[src/hw/rtl/fbrm_pkg.sv]
package fbrm_pkg;

    localparam int BUFFER_COUNT = 3;
    localparam int IDX_W        = 2;
    localparam int HOLD_W       = 8;
    localparam int LEN_W        = 20;
    localparam int TIME_W       = 48;
    localparam int INTERVAL_W   = 32;
    localparam int PADDR_W      = 3;

    localparam logic [HOLD_W-1:0] MAX_HOLDERS = HOLD_W'(255);

    localparam logic [INTERVAL_W-1:0] INTERVAL_RESET =
        INTERVAL_W'((1000 / 10) * 1000 * 80 / 100);

    localparam int S_TDATA_W = 72;
    localparam int M_TDATA_W = 24;

    localparam logic [PADDR_W-1:0] ADDR_MIN_INTERVAL = PADDR_W'(0);

    typedef enum logic [1:0] {
        FUNC_ARRIVAL = 2'd0,
        FUNC_ACQUIRE = 2'd1,
        FUNC_RELEASE = 2'd2
    } func_t;

    typedef enum logic [2:0] {
        ST_OK        = 3'd0,
        ST_TOO_SOON  = 3'd1,
        ST_NO_FREE   = 3'd2,
        ST_NO_FRAME  = 3'd3,
        ST_UNDERFLOW = 3'd4,
        ST_SATURATED = 3'd5
    } status_t;

endpackage

[src/hw/rtl/frame_buffer_rotation_manager_unit.sv]
// Frame buffer rotation manager: tracks a small ring of frame buffers, the
// latest kept frame and the number of consumers holding each buffer.
// Input stream (s_*): one operation per item, kind in s_tuser (frame arrival,
// acquire latest, release buffer), operands in s_tdata. A fourth kind code is
// taken and yields no result.
// Output stream (m_*): one result per operation, status in m_tuser, buffer
// number and stored frame length in m_tdata.
// Configuration: APB register at offset 0 holds the least interval in
// microseconds between kept frames.
// A result passes through the input register and then the result register,
// with the state update logic between them; the result register loads once
// the result side can advance. One item per cycle is sustained while m_tready
// holds; each operation reads and writes the buffer state in that single pass,
// so the next item sees the update at once.
// Reset clears both stream stages, all holder counts, stored lengths and the
// latest/last-kept marks, and loads the interval register with 80000.
// When the receiver stalls, the result register holds its item and the input
// register takes one more item; after that s_tready drops until m_tready.
module frame_buffer_rotation_manager_unit
    import fbrm_pkg::*;
(
    input  logic                  clk,
    input  logic                  rst_n,

    input  logic                  s_tvalid,
    output logic                  s_tready,
    input  logic [S_TDATA_W-1:0]  s_tdata,   // now_us[47:0], frame_len[67:48],
                                             // release_index[69:68], zero pad
    input  logic [1:0]            s_tuser,   // func[1:0]

    output logic                  m_tvalid,
    input  logic                  m_tready,
    output logic [M_TDATA_W-1:0]  m_tdata,   // buffer_index[1:0],
                                             // result_len[21:2], zero pad
    output logic [2:0]            m_tuser,   // status[2:0]

    input  logic                  psel,
    input  logic                  penable,
    input  logic                  pwrite,
    input  logic [PADDR_W-1:0]    paddr,
    input  logic [31:0]           pwdata,
    output logic [31:0]           prdata,
    output logic                  pready
);

    // input stage
    logic                  in_valid_reg;
    logic [1:0]            in_func_reg;
    logic [TIME_W-1:0]     in_now_reg;
    logic [LEN_W-1:0]      in_len_reg;
    logic [IDX_W-1:0]      in_rel_reg;

    // result stage
    logic                  out_valid_reg, out_valid_next;
    status_t               out_status_reg, out_status_next;
    logic [IDX_W-1:0]      out_idx_reg, out_idx_next;
    logic [LEN_W-1:0]      out_len_reg, out_len_next;

    // buffer state
    logic [HOLD_W-1:0]     holder_reg [BUFFER_COUNT];
    logic [HOLD_W-1:0]     holder_next [BUFFER_COUNT];
    logic [LEN_W-1:0]      length_reg [BUFFER_COUNT];
    logic [LEN_W-1:0]      length_next [BUFFER_COUNT];
    logic [IDX_W-1:0]      latest_idx_reg, latest_idx_next;
    logic                  latest_valid_reg, latest_valid_next;
    logic [TIME_W-1:0]     last_time_reg, last_time_next;
    logic                  last_valid_reg, last_valid_next;
    logic [INTERVAL_W-1:0] min_interval_reg;

    logic                  advance;
    logic                  process;
    logic [TIME_W:0]       elapsed;
    logic                  too_soon;
    logic                  free_found;
    logic [IDX_W-1:0]      free_idx;
    logic [HOLD_W-1:0]     latest_count;
    logic [LEN_W-1:0]      latest_len;
    logic                  rel_ok;
    logic [HOLD_W-1:0]     rel_count;
    logic [LEN_W-1:0]      rel_len;
    logic                  cfg_write;

    assign advance  = !out_valid_reg || m_tready;
    assign process  = in_valid_reg && advance;
    assign s_tready = !in_valid_reg || advance;

    assign m_tvalid = out_valid_reg;
    assign m_tuser  = out_status_reg;
    assign m_tdata  = {{(M_TDATA_W - LEN_W - IDX_W){1'b0}}, out_len_reg, out_idx_reg};

    assign pready    = 1'b1;
    assign cfg_write = psel && penable && pwrite && pready;
    assign prdata    = (paddr[PADDR_W-1:2] == ADDR_MIN_INTERVAL[PADDR_W-1:2])
                       ? min_interval_reg : 32'd0;

    always_ff @(posedge clk or negedge rst_n)
    begin
        if (!rst_n)
        begin
            min_interval_reg <= INTERVAL_RESET;
        end
        else if (cfg_write && paddr[PADDR_W-1:2] == ADDR_MIN_INTERVAL[PADDR_W-1:2])
        begin
            min_interval_reg <= pwdata;
        end
    end

    always_ff @(posedge clk or negedge rst_n)
    begin
        if (!rst_n)
        begin
            in_valid_reg <= 1'b0;
        end
        else if (s_tready)
        begin
            in_valid_reg <= s_tvalid;
        end
    end

    always_ff @(posedge clk)
    begin
        if (s_tready && s_tvalid)
        begin
            in_func_reg <= s_tuser;
            in_now_reg  <= s_tdata[TIME_W-1:0];
            in_len_reg  <= s_tdata[TIME_W +: LEN_W];
            in_rel_reg  <= s_tdata[TIME_W + LEN_W +: IDX_W];
        end
    end

    // interval check and buffer lookups
    always_comb
    begin
        elapsed  = {1'b0, in_now_reg} - {1'b0, last_time_reg};
        too_soon = last_valid_reg &&
                   (elapsed[TIME_W] ||
                    elapsed[TIME_W-1:0] < {{(TIME_W - INTERVAL_W){1'b0}}, min_interval_reg});

        free_found   = 1'b0;
        free_idx     = '0;
        latest_count = '0;
        latest_len   = '0;
        rel_ok       = 1'b0;
        rel_count    = '0;
        rel_len      = '0;
        for (int i = 0; i < BUFFER_COUNT; i++)
        begin
            if (!free_found && holder_reg[i] == '0 &&
                !(latest_valid_reg && latest_idx_reg == IDX_W'(i)))
            begin
                free_found = 1'b1;
                free_idx   = IDX_W'(i);
            end
            if (latest_idx_reg == IDX_W'(i))
            begin
                latest_count = holder_reg[i];
                latest_len   = length_reg[i];
            end
            if (in_rel_reg == IDX_W'(i))
            begin
                rel_ok    = 1'b1;
                rel_count = holder_reg[i];
                rel_len   = length_reg[i];
            end
        end
    end

    always_comb
    begin
        holder_next       = holder_reg;
        length_next       = length_reg;
        latest_idx_next   = latest_idx_reg;
        latest_valid_next = latest_valid_reg;
        last_time_next    = last_time_reg;
        last_valid_next   = last_valid_reg;
        out_valid_next    = out_valid_reg && !m_tready;
        out_status_next   = out_status_reg;
        out_idx_next      = out_idx_reg;
        out_len_next      = out_len_reg;

        if (process)
        begin
            out_valid_next  = 1'b1;
            out_status_next = ST_OK;
            out_idx_next    = '0;
            out_len_next    = '0;
            case (in_func_reg)
                FUNC_ARRIVAL:
                begin
                    if (too_soon)
                    begin
                        out_status_next = ST_TOO_SOON;
                    end
                    else if (!free_found)
                    begin
                        out_status_next = ST_NO_FREE;
                    end
                    else
                    begin
                        for (int i = 0; i < BUFFER_COUNT; i++)
                        begin
                            if (free_idx == IDX_W'(i))
                            begin
                                length_next[i] = in_len_reg;
                            end
                        end
                        latest_idx_next   = free_idx;
                        latest_valid_next = 1'b1;
                        last_time_next    = in_now_reg;
                        last_valid_next   = 1'b1;
                        out_idx_next      = free_idx;
                        out_len_next      = in_len_reg;
                    end
                end
                FUNC_ACQUIRE:
                begin
                    if (!latest_valid_reg)
                    begin
                        out_status_next = ST_NO_FRAME;
                    end
                    else
                    begin
                        out_idx_next = latest_idx_reg;
                        out_len_next = latest_len;
                        if (latest_count >= MAX_HOLDERS)
                        begin
                            out_status_next = ST_SATURATED;
                        end
                        for (int i = 0; i < BUFFER_COUNT; i++)
                        begin
                            if (latest_idx_reg == IDX_W'(i))
                            begin
                                holder_next[i] = (latest_count >= MAX_HOLDERS)
                                                 ? MAX_HOLDERS : latest_count + 1'b1;
                            end
                        end
                    end
                end
                FUNC_RELEASE:
                begin
                    if (!rel_ok || rel_count == '0)
                    begin
                        out_status_next = ST_UNDERFLOW;
                    end
                    else
                    begin
                        for (int i = 0; i < BUFFER_COUNT; i++)
                        begin
                            if (in_rel_reg == IDX_W'(i))
                            begin
                                holder_next[i] = rel_count - 1'b1;
                            end
                        end
                        out_idx_next = in_rel_reg;
                        out_len_next = rel_len;
                    end
                end
                default:
                begin
                    out_valid_next = 1'b0;
                end
            endcase
        end
    end

    always_ff @(posedge clk or negedge rst_n)
    begin
        if (!rst_n)
        begin
            out_valid_reg    <= 1'b0;
            latest_idx_reg   <= '0;
            latest_valid_reg <= 1'b0;
            last_time_reg    <= '0;
            last_valid_reg   <= 1'b0;
            for (int i = 0; i < BUFFER_COUNT; i++)
            begin
                holder_reg[i] <= '0;
                length_reg[i] <= '0;
            end
        end
        else
        begin
            out_valid_reg    <= out_valid_next;
            latest_idx_reg   <= latest_idx_next;
            latest_valid_reg <= latest_valid_next;
            last_time_reg    <= last_time_next;
            last_valid_reg   <= last_valid_next;
            holder_reg       <= holder_next;
            length_reg       <= length_next;
        end
    end

    always_ff @(posedge clk)
    begin
        out_status_reg <= out_status_next;
        out_idx_reg    <= out_idx_next;
        out_len_reg    <= out_len_next;
    end

    a_kept_marks_agree: assert property (@(posedge clk) disable iff (!rst_n)
        latest_valid_reg == last_valid_reg)
        else $error("latest and last-kept marks disagree");

    a_stall_only_when_full: assert property (@(posedge clk) disable iff (!rst_n)
        !s_tready |-> (in_valid_reg && out_valid_reg && !m_tready))
        else $error("input stalled while result side free");

    a_failed_result_empty: assert property (@(posedge clk) disable iff (!rst_n)
        (m_tvalid && m_tuser != ST_OK && m_tuser != ST_SATURATED) |-> (m_tdata == '0))
        else $error("failed operation carries buffer data");

    a_latest_in_range: assert property (@(posedge clk) disable iff (!rst_n)
        latest_valid_reg |-> (latest_idx_reg < IDX_W'(BUFFER_COUNT)))
        else $error("latest buffer out of range");

endmodule
[config.mk]
export PLATFORM = sky130hd
export DESIGN_NAME = frame_buffer_rotation_manager_unit
export DESIGN_NICKNAME = d
export VERILOG_FILES = /design/src/hw/rtl/fbrm_pkg.sv /design/src/hw/rtl/frame_buffer_rotation_manager_unit.sv
export SDC_FILE = /design/constraint.sdc
export NUM_CORES = 1
export LEC_CHECK = 0
export ABC_AREA = 1
export ABC_CLOCK_PERIOD_IN_PS = 4600
export BUFFER_PORTS_ARGS = -buffer_cell sky130_fd_sc_hd__buf_2
export CORE_ASPECT_RATIO = 0.9
export CORE_MARGIN = 2
export CORE_UTILIZATION = 40
export CTS_CLUSTER_SIZE = 10
export DETAILED_ROUTE_END_ITERATION = 10
export SYNTH_ARGS = -nofsm -noshare
export SYNTH_HDL_FRONTEND = slang
export SYNTH_SLANG_ARGS = --single-unit
[constraint.sdc]
create_clock -name clk -period 4.6 [get_ports clk]
set_clock_uncertainty 0.1 [all_clocks]
set_input_delay 0.46 -clock clk [delete_from_list [all_inputs] [get_ports clk]]
set_output_delay 0.46 -clock clk [all_outputs]
set_load 0.02 [all_outputs]
==> run_results.csv <==
group,metric,value,unit
cells_and_area,utilization,49.0,%
setup_path,reg2reg_setup_slack,0.26,ns
cells_and_area,n_antenna_cell,0,
route,wl,51.4,mm
worst_hold_path,hp-start,"pwdata[27]",
synth,synthFlopType,"dfrtp_1",
synth,avgSynthCellArea,7.49,um2
setup_path,cp_slowest_cell,"fa_1",
setup_path,path_class,"reg -> reg",
worst_hold_path,min_to,"min_interval_reg[27]",
global_routing,grt_first_pass_wirelength,81.3,mm
setup_path,cp_common_cell,"nand3_1",
setup_path,critPathCaptureType,"flop",
sta,holdWs,0.0314,ns
sta,slew_headroom,38.0,%
floorplanning,start_util,40.3,%
synth,syn_area,16800,um2
sta,tightest_slew,0.926,ns
route,drcViolationCount,0,
clock_network,cts.htree.levels,1,
clock_network,cts-root-buf,"clkbuf_16",
place,gp_congestion,0.915,
setup_path,critPathMaxFanout,13,
synth,synth-seq-cells,266,
power,powerDensity,487,nW/um2
setup_path,cp-start-kind,"flop",
sta,final.period_utilization,94.4,%
synth,ys_seq_area_share,42.5,%
clock_network,clk_latency,0.58,ns
sta,setup_viol,0,
synth,synthArstFlopShare,63.5,%
floorplanning,row_count,71,
global_routing,antenna_found_initial,0,
floorplanning,coreArea,41700,um2
clock_network,clk_pin_slew,0.06,ns
cells_and_area,drive_above_1_share,14.1,%
run,drv_cap,0,
route,antenna_left,0,
setup_path,cp_data_required_time,4.82,ns
cells_and_area,final_common_cell,"nand2_1",
cells_and_area,design_area,20400,um2
floorplanning,fp.dieH,198,um
sta,drv_slew,0,
route,vias_per_cell,5.16,
route,vias,15841,
floorplanning,fp.dieW,220,um
cells_and_area,fill_cells,4102,
setup_path,arrival,4.56,ns
global_routing,grt_pass1_vias,15040,
synth,ys_warn_count,0,
cells_and_area,fin_nets,2699,
cells_and_area,area_delta_synth_final,21.4,%
route,wl_per_cell,16.7,um
worst_hold_path,hold_class,"in -> reg",
synth,syn_inst,2242,
floorplanning,die_area,43700,um2
setup_path,ff2ff_path_depth,28,
synth,ys_types,59,
clock_network,clk_path_buf_depth,3,
route,drtIter0Drc,1307,
setup_path,r2r_end,"out_len_reg[7]",
global_routing,grt_use_total,23.6,%
sta,fmax,0.230,GHz
place,port_buffers,170,
synth,synth_edf_count,97,
place,dp.cells,2933,
sta,setup_slack,0.257,ns
worst_hold_path,whs_path_depth,3,
setup_path,slowest_delay,0.38,ns
cells_and_area,largest_reg_flops,60,
place,dp.final_hpwl,36.8,mm
setup_path,rr_startpoint,"in_now_reg[0]",
clock_network,numClockSinks,266,
cells_and_area,final_cell_count_no_fill,3070,
sta,min_period,4.34,ns
global_routing,grt_max_degree,140,
clock_network,numCtsBuffers,31,
floorplanning,ios,178,
power,peakVddDrop,0.316,mV
place,pre_cts_ws,0.0798,ns
status,status,"finished, final reports clean",
sta,hold_viol_final,0,
power,p_leak,10.2,nW
place,post_dp_cell_area,18500,um2
route,dr.pass1.iters,5,
cells_and_area,final_cell_mix,"639 x nand2_1, 314 x inv_1, 219 x nor2_1, 169 x buf_2, 164 x dfrtp_1",
global_routing,grt_overflow,0,
clock_network,tritoncts,"built",
-- power by group --
group | internal, W | leakage (nW) | switching (W)
registers | 0.00297 | 3.13 | 0.000297
clock network | 0.00134 | 0.440 | 0.000959
logic | 0.00156 | 6.68 | 0.00282
-- logic make-up (layout without fill, tap and decap cells) --
| family | count (synthesis) | count (layout) | synth area share [%] |
|---|---|---|---|
| AO/OA/AOI/OAI | 281 | 281 | 9.42 |
| XOR/XNOR | 35 | 35 | 1.82 |
| adder cells (fa/ha/maj) | 83 | 83 | 6.22 |
| buffers and inverters | 418 | 696 | 10.0 |
| flip-flops | 266 | 266 | 42.5 |
| other | 2 | 3 | 0.0447 |
| AND/OR/NAND/NOR | 1157 | 1159 | 29.9 |
-- critical path: cells and delay by family (launching register included) --
family                     cells  cell delay (ns)
AOI/OAI and AO/OA              3             0.38
adders and majority gates      3             0.85
and+or+nand+nor               15             1.47
xor gates and xnor gates       1             0.26
DFF                            1             0.35
buffers and inverters          6             0.65
-- routing by layer --
layer,vias to the layer above,GRT usage [%],share of wire [%]
li1,7844,-,-
met1,7404,35.4,48
met2,511,35.2,43
met3,82,3.41,6.8
met4,0,6.41,2.3
met5,-,0,0
-- metrics by stage --
step / TNS [ns] / total power [W]
floorplan: 0 / 0.00613
global placement: 0 / 0.00738
detailed placement: 0 / 0.00745
CTS: 0 / 0.00985
global route: -0.126 / 0.0107
finish: 0 / 0.00994
-- worst max path at each step --
stage,from,end,slack [ns],depth (start not counted)
2_1_floorplan,in_now_reg[0],out_idx_reg[1],0.86,27
3_3_place_gp,in_now_reg[19],out_len_reg[13],0.06,24
3_5_place_dp,in_now_reg[0],out_len_reg[13],0.08,28
4_1_cts,in_now_reg[0],out_len_reg[13],0.05,28
5_1_grt,in_now_reg[2],length_reg[1],-0.02,29
6_report,in_now_reg[0],out_len_reg[7],0.26,28
-- what timing repair did --
| action | in CTS | in global routing |
|---|---|---|
| setup buffers | 0 | 2 |
| endpoints found under the setup margin | 0 | 135 |
| hold buffers | 73 | 0 |
| resized for setup | 0 | 36 |
| hold endpoints to repair | 151 | 0 |
-- area by class of cell --
cell class / instances / area (um2) / area share (%)
Clock buffer: 54 / 882 / 4.32
Clock inverter: 2 / 38.8 / 0.190
Inverter: 337 / 1270 / 6.24
Multi-Input combinational cell: 1561 / 8130 / 39.9
Sequential cell: 266 / 7150 / 35.0
Tap cell: 547 / 684 / 3.35
Timing Repair Buffer: 303 / 2240 / 11.0
-- Yosys cell counts (all sizes together), types with 3 or more instances --
cell | instances | area [um2]
dfrtp | 164 | 4100
inv | 333 | 1250
dfstp | 5 | 131
xor2 | 26 | 228
ha | 82 | 1030
nand4 | 123 | 769
clkinv | 4 | 15.0
nor3 | 24 | 160
o221ai | 5 | 43.8
a31oi | 5 | 31.3
nand3 | 113 | 608
o21ai | 96 | 495
a21oi | 117 | 586
clkbuf | 33 | 124
xnor2 | 9 | 78.8
nor4 | 3 | 33.8
o22ai | 27 | 175
a211oi | 3 | 22.5
nand2 | 648 | 2450
buf | 48 | 293
nor2 | 241 | 973
a221oi | 3 | 26.3
o21bai | 9 | 67.6
edfxtp | 97 | 2910
(Power assumes the default switching activity.)
